<file path="src/design/gmt_pkg.sv">
// Shared types and constants for the Web Mercator tile position pipeline.
package gmt_pkg;

  localparam int unsigned MAX_ZOOM_DEF  = 21;
  localparam int unsigned FRAC_BITS_DEF = 16;

  localparam int unsigned ZW  = 5;
  localparam int unsigned TXW = 38;

  localparam logic [ZW-1:0] ZOOM_RST = 5'd17;

  localparam logic signed [30:0] LAT_LIMIT = 31'sd754974720;
  localparam logic signed [31:0] LON_LIMIT = 32'sd1509949440;

  localparam logic [31:0] DEG2RAD_Q37 = 32'd2398762259;
  localparam logic [27:0] K_Q32       = 28'd236905672;
  localparam logic [30:0] ONE_Q30     = 31'd1 << 30;
  localparam logic [62:0] HALF_Q62    = 63'd1 << 61;

  // Taylor series divisors for the Horner evaluation of the sine, innermost first.
  localparam int unsigned HORNER_DIV [8] = '{272, 210, 156, 110, 72, 42, 20, 6};

  typedef struct packed {
    logic           north;
    logic [ZW-1:0]  z;
    logic [TXW-1:0] tx;
    logic           x_ok;
  } side_t;

  typedef struct packed {
    side_t       side;
    logic [30:0] phi;
    logic [31:0] x2;
    logic [30:0] t;
  } hor_t;

  typedef struct packed {
    side_t       side;
    logic        pole;
    logic [30:0] mp;
    logic [30:0] mm;
    logic [29:0] fp;
    logic [29:0] fm;
    logic [4:0]  nm;
  } log_t;

endpackage

</file>
<file path="src/design/gmt_horner_cell.sv">
// One Horner step of the sine series: t = 1 - (x2 * t) / DIV, over two stages.
module gmt_horner_cell #(
  parameter int unsigned DIV = 6
) (
  input  logic          clk_i,
  input  logic          rst_ni,
  input  logic          en_i,
  input  logic          vld_i,
  input  gmt_pkg::hor_t pay_i,
  output logic          vld_o,
  output gmt_pkg::hor_t pay_o
);
  import gmt_pkg::*;

  // Division by the constant is a multiplication by a rounded-up reciprocal; the error
  // stays below 1/DIV for any 32-bit dividend, so the floor is exact.
  localparam int unsigned SHR = 32 + $clog2(DIV);
  localparam logic [32:0] MAG = 33'(((64'd1 << SHR) + 64'(DIV) - 64'd1) / 64'(DIV));

  logic        vld1_q;
  hor_t        pay1_q;
  logic [31:0] w1_q;
  logic [63:0] prod1;
  logic [64:0] prod2;
  logic [29:0] quo;
  logic        vld2_q;
  hor_t        pay2_q;
  hor_t        pay2_d;

  assign prod1 = 64'(pay_i.x2) * 64'(pay_i.t);
  assign prod2 = {33'b0, w1_q} * {32'b0, MAG};
  assign quo   = 30'(prod2 >> SHR);

  always_comb begin
    pay2_d   = pay1_q;
    pay2_d.t = ONE_Q30 - 31'(quo);
  end

  always_ff @(posedge clk_i or negedge rst_ni) begin
    if (!rst_ni) begin
      vld1_q <= 1'b0;
      vld2_q <= 1'b0;
    end else if (en_i) begin
      vld1_q <= vld_i;
      vld2_q <= vld1_q;
    end
  end

  always_ff @(posedge clk_i) begin
    if (en_i) begin
      pay1_q <= pay_i;
      w1_q   <= prod1[61:30];
      pay2_q <= pay2_d;
    end
  end

  assign vld_o = vld2_q;
  assign pay_o = pay2_q;

endmodule

</file>
<file path="config.mk">
export PLATFORM = sky130hd
export DESIGN_NAME = gmt_horner_cell
export DESIGN_NICKNAME = d
export VERILOG_FILES = /design/src/design/gmt_pkg.sv /design/src/design/gmt_horner_cell.sv
export SDC_FILE = /design/constraint.sdc
export NUM_CORES = 2
export LEC_CHECK = 0
export ABC_AREA = 1
export BUFFER_PORTS_ARGS = -buffer_cell sky130_fd_sc_hd__buf_2
export CAP_MARGIN = 30
export CORE_MARGIN = 3
export CORE_UTILIZATION = 50
export DETAILED_ROUTE_END_ITERATION = 7
export PLACE_DENSITY = 0.73
export SLEW_MARGIN = 20
export SYNTH_ARGS = -nofsm -noshare
export SYNTH_HDL_FRONTEND = slang
export SYNTH_SLANG_ARGS = --single-unit
</file>
<file path="constraint.sdc">
create_clock -name clk_i -period 9.8 [get_ports clk_i]
set_input_delay 1.47 -clock clk_i [delete_from_list [all_inputs] [get_ports clk_i]]
set_output_delay 1.47 -clock clk_i [all_outputs]
set_load 0.03 [all_outputs]
</file>
==> summary.txt <==
Worst setup path
  • Req. time, crit path: 10.17 ns
  • Crit path launch: pay_i[43]
  • Worst Path Class, Setup: in2reg
  • Worst setup SP type: input port
  • Slowest stage cell on the critical path: o21ai_0
  • Critical Path Sink Type: flop
  • Reg2reg start: w1_q[9]
  • Most Frequent Cell on Critical Path: fa_1
  • Critical path fanouts, max: 32
  • Crit path DAT: between 9 and 10 ns
  • Max stage delay on crit path: ~0.78 ns

CTS
  • Number of setup buffers added after CTS: 0
  • Htree depth: 2
  • CTS Buffer Depth: 3
  • Clk_lat worst skew: between 0.6 and 0.7 ns
  • TritonCTS clock tree: built
  • CTS clk-pin slew, worst paths: around 0.060 ns
  • Post_cts resized: 0
  • TritonCTS Buffers: 34
  • Num Clock Sinks: approximately 280
  • Root buffer cell: clkbuf_16
  • Hold_buf cts: 0

Synthesis
  • Post-synthesis register bit count: 281
  • Mapped Cells: ~7,000
  • Ys flop type: edfxtp_1
  • Share of synthesized registers carrying an async set or reset: 0.00712
  • Number of flops mapped to enable cells by yosys: ~280
  • Seq/Total Area, Yosys: 0.139
  • Syn Area/Cell: approximately 8.6 um^2
  • Synthesized net count: slightly above 9,000
  • Synth top area cells: fa_1 (40%), edfxtp_1 (14%), inv_1 (13%)
  • Yosys top cell by area: fa_1
  • Warnings, synthesis: 0
  • Yosys top cell area share: 0.404
  • Netlist cell types: 46
  • Cell area after synthesis: approximately 0.06 mm^2

Hold path
  • HP Class: reg2reg
  • Hold Path Origin: pay1_q[109]

Detailed routing
  • Post-route ant nets: 0
  • Total Wirelength: approximately 180 mm
  • Detailed-route DRC error count: 0
  • Vias per Instance: approximately 5.2
  • 1st-pass router iterations: 7
  • Drt wl/cell: 20.3 um
  • Vias: 46,126
  • DR iter-0 viols: approximately 3,400

Layout
  • Area delta synth->final: 7.15%
  • Final core utilization: 0.541
  • Finished Layout Cells: a little under 9,000
  • Share of cells above drive strength 1: 0.0660
  • Most common library cell in the layout ignoring fill and taps: inv_1
  • Most frequent cells in the layout: inv_1 (2,144), nand2_1 (1,763), fa_1 (1,223)
  • Nets@finish: 9,240

Timing
  • Tmin final: roughly 9 ns
  • Final setup fails: 0
  • Post-route setup TNS: 0 ns
  • Final Cycle Share: 0.912
  • Slew margin rel.: 0.326
  • RSZ-0062 raised after global routing: false
  • Pins Over Slew Limit: 0
  • Worst Tran Pin Value: between 1 and 1.5 ns
  • Fmax: between 100 and 150 MHz
  • Final hold vios: 0
  • Final critical-path setup slack: just under 0.9 ns
  • Skew final: ~0.051 ns

GRT
  • Vias in the first global route: 49,929
  • GRT Util Overall: 0.295
  • Largest net degree at the start of global routing: slightly below 90
  • Overflow after GRT: 0
  • First-pass GRT wire length: between 200 and 300 mm
  • Initial antenna violation count: 2

Placed design
  • Post-DP HPWL: between 150 and 200 mm
  • Pre-CTS WS: between 0.4 and 0.5 ns
  • Port buffer count: 282
  • Dpl cells: roughly 8,800
  • GP Congestion: around 1.0

Floorplanning
  • Ports: approximately 280
  • Starting Density: 0.505
  • Die ar.: approximately 0.13 mm^2
  • Num rows: about 130
  • Core region area: approximately 0.12 mm^2
  • Chip Height: ~350 um
  • Die W: 354 um

Status
  • Outcome: finished clean

Run
  • Max-Cap Viols: 0
cell type report:
class	instances	area, um^2
Sequential cell	281	8430
Clock inverter	19	230
Multi-Input combinational cell	4451	43400
Clock buffer	39	891
Fill cell	11110	55200
Antenna cell	1	2.50
Inverter	2160	8110
Tap cell	1612	2020
Timing Repair Buffer	341	1900
per-stage QoR:
stage	hold WS, ns	cell area, um^2
after global routing	0.409	64900
after detailed placement	0.405	63800
after global placement	0.400	63800
after CTS	0.401	64900
final	0.403	64900
after floorplan	0.400	60600
worst max-delay path, delay by kind of cell:
kind                     cells  cell delay, ns
XOR/XNOR                     1            0.28
AO/OA/AOI/OAI                1            0.78
AND/OR/NAND/NOR              9            1.22
adder cells (fa/ha/maj)      9            4.43
buffers and inverters        7            1.11
cell families after synthesis:
kind of cell               share of synthesized area
and+or+nand+nor                                0.151
adders and majority gates                      0.529
xor gates and xnor gates                      0.0116
DFF                                            0.139
AOI/OAI and AO/OA                             0.0240
buffers and inverters                          0.146
path summary, 6_finish.rpt:
path / endpoint / slack (ns) / depth (start not counted)
min: pay_o[109] / 0.40 / 0
max: w1_q[23] / 0.87 / 27
min in group asynchronous: vld1_q / 0.69 / 1
max in group asynchronous: vld_o / 9.00 / 1
min reg2reg: pay_o[109] / 0.40 / 0
max reg2reg: pay_o[25] / 1.20 / 33
state kept, by name (all words and copies together) (netlist names):
name and count:
pay_o 139, pay1_q 108, vld_o 1, vld1_q 1, w1_q 32
synthesized netlist by cell type, drive strengths merged, types with 11 or more instances:
cell,instances
a21oi,134
nor2,287
nand4,26
o21ai,53
or2,13
o21a,11
nor3,26
a21o,12
inv,2158
nand2,1787
xor2,47
clkbuf,188
a31oi,19
xnor2,33
nand3,124
edfxtp,279
fa,1223
ha,605
per-layer routing:
metal  wire, um  global-route usage
met5          0                   0
met4       9590               0.132
met3      14600              0.0542
met2      88000               0.503
met1      68900               0.365
Power is not shown: default switching activity piles up to over one toggle a cycle in this logic, so the estimate is an artifact.
