**src/design/gmt_pkg.sv**
```systemverilog
// Shared types and constants for the Web Mercator tile position pipeline.
package gmt_pkg;

  localparam int unsigned MAX_ZOOM_DEF  = 21;
  localparam int unsigned FRAC_BITS_DEF = 16;

  localparam int unsigned ZW  = 5;
  localparam int unsigned TXW = 38;

  localparam logic [ZW-1:0] ZOOM_RST = 5'd17;

  localparam logic signed [30:0] LAT_LIMIT = 31'sd754974720;
  localparam logic signed [31:0] LON_LIMIT = 32'sd1509949440;

  localparam logic [31:0] DEG2RAD_Q37 = 32'd2398762259;
  localparam logic [27:0] K_Q32       = 28'd236905672;
  localparam logic [30:0] ONE_Q30     = 31'd1 << 30;
  localparam logic [62:0] HALF_Q62    = 63'd1 << 61;

  // Taylor series divisors for the Horner evaluation of the sine, innermost first.
  localparam int unsigned HORNER_DIV [8] = '{272, 210, 156, 110, 72, 42, 20, 6};

  typedef struct packed {
    logic           north;
    logic [ZW-1:0]  z;
    logic [TXW-1:0] tx;
    logic           x_ok;
  } side_t;

  typedef struct packed {
    side_t       side;
    logic [30:0] phi;
    logic [31:0] x2;
    logic [30:0] t;
  } hor_t;

  typedef struct packed {
    side_t       side;
    logic        pole;
    logic [30:0] mp;
    logic [30:0] mm;
    logic [29:0] fp;
    logic [29:0] fm;
    logic [4:0]  nm;
  } log_t;

endpackage

```
**src/design/gmt_log_cell.sv**
```systemverilog
// One squaring step of the bit-by-bit log2 for both the plus and the minus mantissa.
module gmt_log_cell (
  input  logic          clk_i,
  input  logic          rst_ni,
  input  logic          en_i,
  input  logic          vld_i,
  input  gmt_pkg::log_t pay_i,
  output logic          vld_o,
  output gmt_pkg::log_t pay_o
);
  import gmt_pkg::*;

  logic        vld_q;
  log_t        pay_q;
  log_t        pay_d;
  logic [61:0] sqp;
  logic [61:0] sqm;

  assign sqp = 62'(pay_i.mp) * 62'(pay_i.mp);
  assign sqm = 62'(pay_i.mm) * 62'(pay_i.mm);

  // A squared mantissa at or above two yields a one bit of the result and is halved.
  always_comb begin
    pay_d    = pay_i;
    pay_d.mp = sqp[61] ? sqp[61:31] : sqp[60:30];
    pay_d.fp = {pay_i.fp[28:0], sqp[61]};
    pay_d.mm = sqm[61] ? sqm[61:31] : sqm[60:30];
    pay_d.fm = {pay_i.fm[28:0], sqm[61]};
  end

  always_ff @(posedge clk_i or negedge rst_ni) begin
    if (!rst_ni) begin
      vld_q <= 1'b0;
    end else if (en_i) begin
      vld_q <= vld_i;
    end
  end

  always_ff @(posedge clk_i) begin
    if (en_i) begin
      pay_q <= pay_d;
    end
  end

  assign vld_o = vld_q;
  assign pay_o = pay_q;

endmodule

```
**config.mk**
```make
export PLATFORM = sky130hd
export DESIGN_NAME = gmt_log_cell
export DESIGN_NICKNAME = d
export VERILOG_FILES = /design/src/design/gmt_pkg.sv /design/src/design/gmt_log_cell.sv
export SDC_FILE = /design/constraint.sdc
export NUM_CORES = 2
export LEC_CHECK = 0
export BUFFER_PORTS_ARGS = -buffer_cell sky130_fd_sc_hd__buf_2
export CORE_AREA = 2 2 416 418
export DETAILED_ROUTE_END_ITERATION = 6
export DIE_AREA = 0 0 418 420
export PLACE_DENSITY = 0.62
export SETUP_SLACK_MARGIN = 0.5
export SYNTH_ARGS = -nofsm -noshare
export SYNTH_HDL_FRONTEND = slang
export SYNTH_SLANG_ARGS = --single-unit
```
**constraint.sdc**
```tcl
create_clock -name clk_i -period 1.05 [get_ports clk_i]
set_input_delay 0.0525 -clock clk_i [delete_from_list [all_inputs] [get_ports clk_i]]
set_output_delay 0.0525 -clock clk_i [all_outputs]
set_load 0.05 [all_outputs]
```
==> metrics <==
Hold Buf Count CTS=112; HP Start=en_i; Initial Util=34.8%; Worst Setup Start Kind=primary input; DR DRC count=0; root buf cell=clkbuf_16; Distinct cells, synth=85; Clock Latency Late Sink=0.53 ns; Die Width=approximately 420 um; status=finished, violations left; Worst Path Arrival=between 7 and 8 ns; met3 usage=under 10%; R2R depth=1; Die ar.=176000 um^2; gr busiest metal=met2; Synth area leader=fa_1; Max Clock Freq=approximately 140 MHz; initial antenna violation count=3; Post-Syn Instances=6015; Synth Warn #=0; endpoints failing hold=4; die height=420 um; TritonCTS clock tree=yes; Post-synth EDFFs=173; setup ws final=-6.02 ns; Clock Path Buffers=2; min Tclk post-route=approximately 7.1 ns; Slew Viols, Final=0; Buf/Inv on CP=11; Synth Register Bits=roughly 170; Layout Area Growth over Synthesis=32.9%; GRT Overall Usage=about a fifth; IO Pins=between 300 and 400; Mapped Area=between 50000 and 60000 um^2; Non-Filler Instances=9682; nets@finish=approximately 9.6k; period utilisation layout=673%; clock skew=0 ns; slowest CP cell=fa_2; hold depth=1; Slew @ Worst Pin=~0.64 ns; WHS=-0.133 ns; routed vias/inst=4.60; share of the yosys chip area belonging to registers=under 10%; drt wl/cell=around 18 um; met2 Resource Use GR=between 30% and 40%; clk sink count=between 150 and 200; r2r startpoint=vld_o$_DFFE_PN0P_; CP Data Required Time=around 1.3 ns; top cell family by delay on the critical path=adder cells; CP most frequent cell=fa_1; first-pass GRT wire length=279 mm; R2R Path End=vld_o$_DFFE_PN0P_; placer congestion estimate=0.908; fillers=15.6k; flop2flop setup slack=between 0.2 and 0.3 ns; Post-Syn Area per Cell=between 9 and 10 um^2; Async SR Flop Fraction=less than 1%; IO buf count=348; ys flop type=edfxtp_1; fraction of layout cells with a size suffix above 1=between 20 and 30%; Core Util, Final=46.3%; number of max-cap violations=0; Clk pin slew, worst setup/hold paths=approximately 0.090 ns; Detail Placement HPWL=approximately 150 mm; largest net degree at the start of global routing=between 40 and 50; syn nets=roughly 8.2k; Inst Count DP=9429; top area cells in the synthesized netlist=fa_1 50%, inv_1 12%, ha_1 11%; final setup vio count=between 200 and 250; WS Path Type=primary input to flip-flop; most common cell in the netlist=inv_1; Worst slew margin=between 50 and 60%; drt pass-1 iters=5; CP Capture Type=flip-flop; number of global-route vias before repair=slightly above 50k; Hold WC Path Type=primary input to flip-flop; Core Footprint=roughly 170000 um^2; first-iteration detailed-routing DRC count=2049; Setup TNS=-399.49 ns; TritonCTS Buffers=17; Yosys top cell area share=around half; Max stage delay on crit path=0.57 ns; Rows=around 150; drt total wl=around 170 mm; DRT antenna net count=0; H-Tree Depth=4; RSZ-0062 raised after global routing=yes; total via count in the routed design=44.6k; total grt overflow=0; Synth top cells by count=1827 x inv_1, 1494 x fa_1, 579 x nand2_1, 534 x ha_1, 379 x and2_1; violated checks=negative hold slack, negative setup slack; critical path peak fanout=5; Worst Hold Path EP=pay_o[46]$_DFFE_PP_; met1 Usage GRT=25.5%
## cells by family (layout without fill, tap and decap cells)
logic type	count (synthesis)	after routing	synth area share, %
buf+inv	2038	3471	12.9
fa+ha+maj	2028	2028	61.4
xor+xnor	110	110	1.62
flops	174	174	8.76
mux	57	57	1.06
simple gates	1221	1221	9.93
compound gates	387	387	4.32
other cells	0	1	0
## worst max-delay path by stage
stage | start | endpoint | slack [ns] | depth (start not counted)
2_1_floorplan | pay_i[75] | pay_o[86]$_DFFE_PP_ | -6.07 | 28
3_3_place_gp | pay_i[82] | pay_o[81]$_DFFE_PP_ | -6.90 | 28
3_5_place_dp | pay_i[73] | pay_o[81]$_DFFE_PP_ | -7.01 | 27
4_1_cts | pay_i[82] | pay_o[79]$_DFFE_PP_ | -5.90 | 28
5_1_grt | pay_i[112] | pay_o[119]$_DFFE_PP_ | -6.18 | 27
6_report | pay_i[104] | pay_o[119]$_DFFE_PP_ | -6.02 | 31
## flip-flops by register name (all words and copies together) (netlist names)
name / flops
pay_o: 173
vld_o: 1
## metal layers
metal	part of all wire, %	wire (um)	vias up
li1	-	-	20400
met1	41	69700	22800
met2	50	85400	1035
met3	4.2	7130	293
met4	5.0	8560	0
met5	0	0	-
## per-stage QoR
stage	cell area, um^2	setup WS, ns
final	79100	-6.02
after global routing	79100	-6.18
after CTS	78100	-5.90
after detailed placement	72400	-7.01
after global placement	72400	-6.90
after floorplan	60800	-6.07
## cells in the final DEF (no fill, tap or decap), types with 13 or more instances in the layout
cell type,instances
inv_1,1775
fa_1,1399
buf_4,1004
nand2_1,527
ha_1,492
and2_1,326
buf_6,241
edfxtp_1,173
buf_2,124
dlygate4sd3_1,112
a21oi_1,96
buf_12,96
fa_2,95
nor2_1,90
a21o_1,56
xnor2_1,54
and2_4,51
nand2_2,45
inv_2,45
mux2_4,44
ha_4,42
xor2_1,37
o21ai_0,29
a21oi_2,25
nand4_1,25
nand3_1,20
buf_8,20
o21bai_1,18
clkbuf_16,18
o21ai_1,17
nor2b_1,16
nor2_4,15
and3_1,13
o21a_1,13
## what timing repair did
| item | CTS | global route |
|---|---|---|
| hold endpoints to repair | 119 | 4 |
| pin swaps | 232 | 174 |
| endpoints found under the setup margin | 239 | 239 |
| gates cloned | 10 | 1 |
| buffers inserted | 68 | 29 |
| gates resized for setup | 890 | 211 |
## final cells by class
cell class / count / area, um^2 / share of cell area [%]
Clock buffer: 21 / 470 / 0.594
Multi-Input combinational cell: 3803 / 49100 / 62.0
Inverter: 1830 / 6920 / 8.74
Timing Repair Buffer: 1609 / 14500 / 18.4
Sequential cell: 174 / 5220 / 6.60
Antenna cell: 1 / 2.50 / 0.00316
Clock inverter: 11 / 120 / 0.152
Tap cell: 2233 / 2790 / 3.53
Power is left out: the tool's default activity adds up to more than one toggle a clock period on the data nets, which glitch-free logic cannot reach.
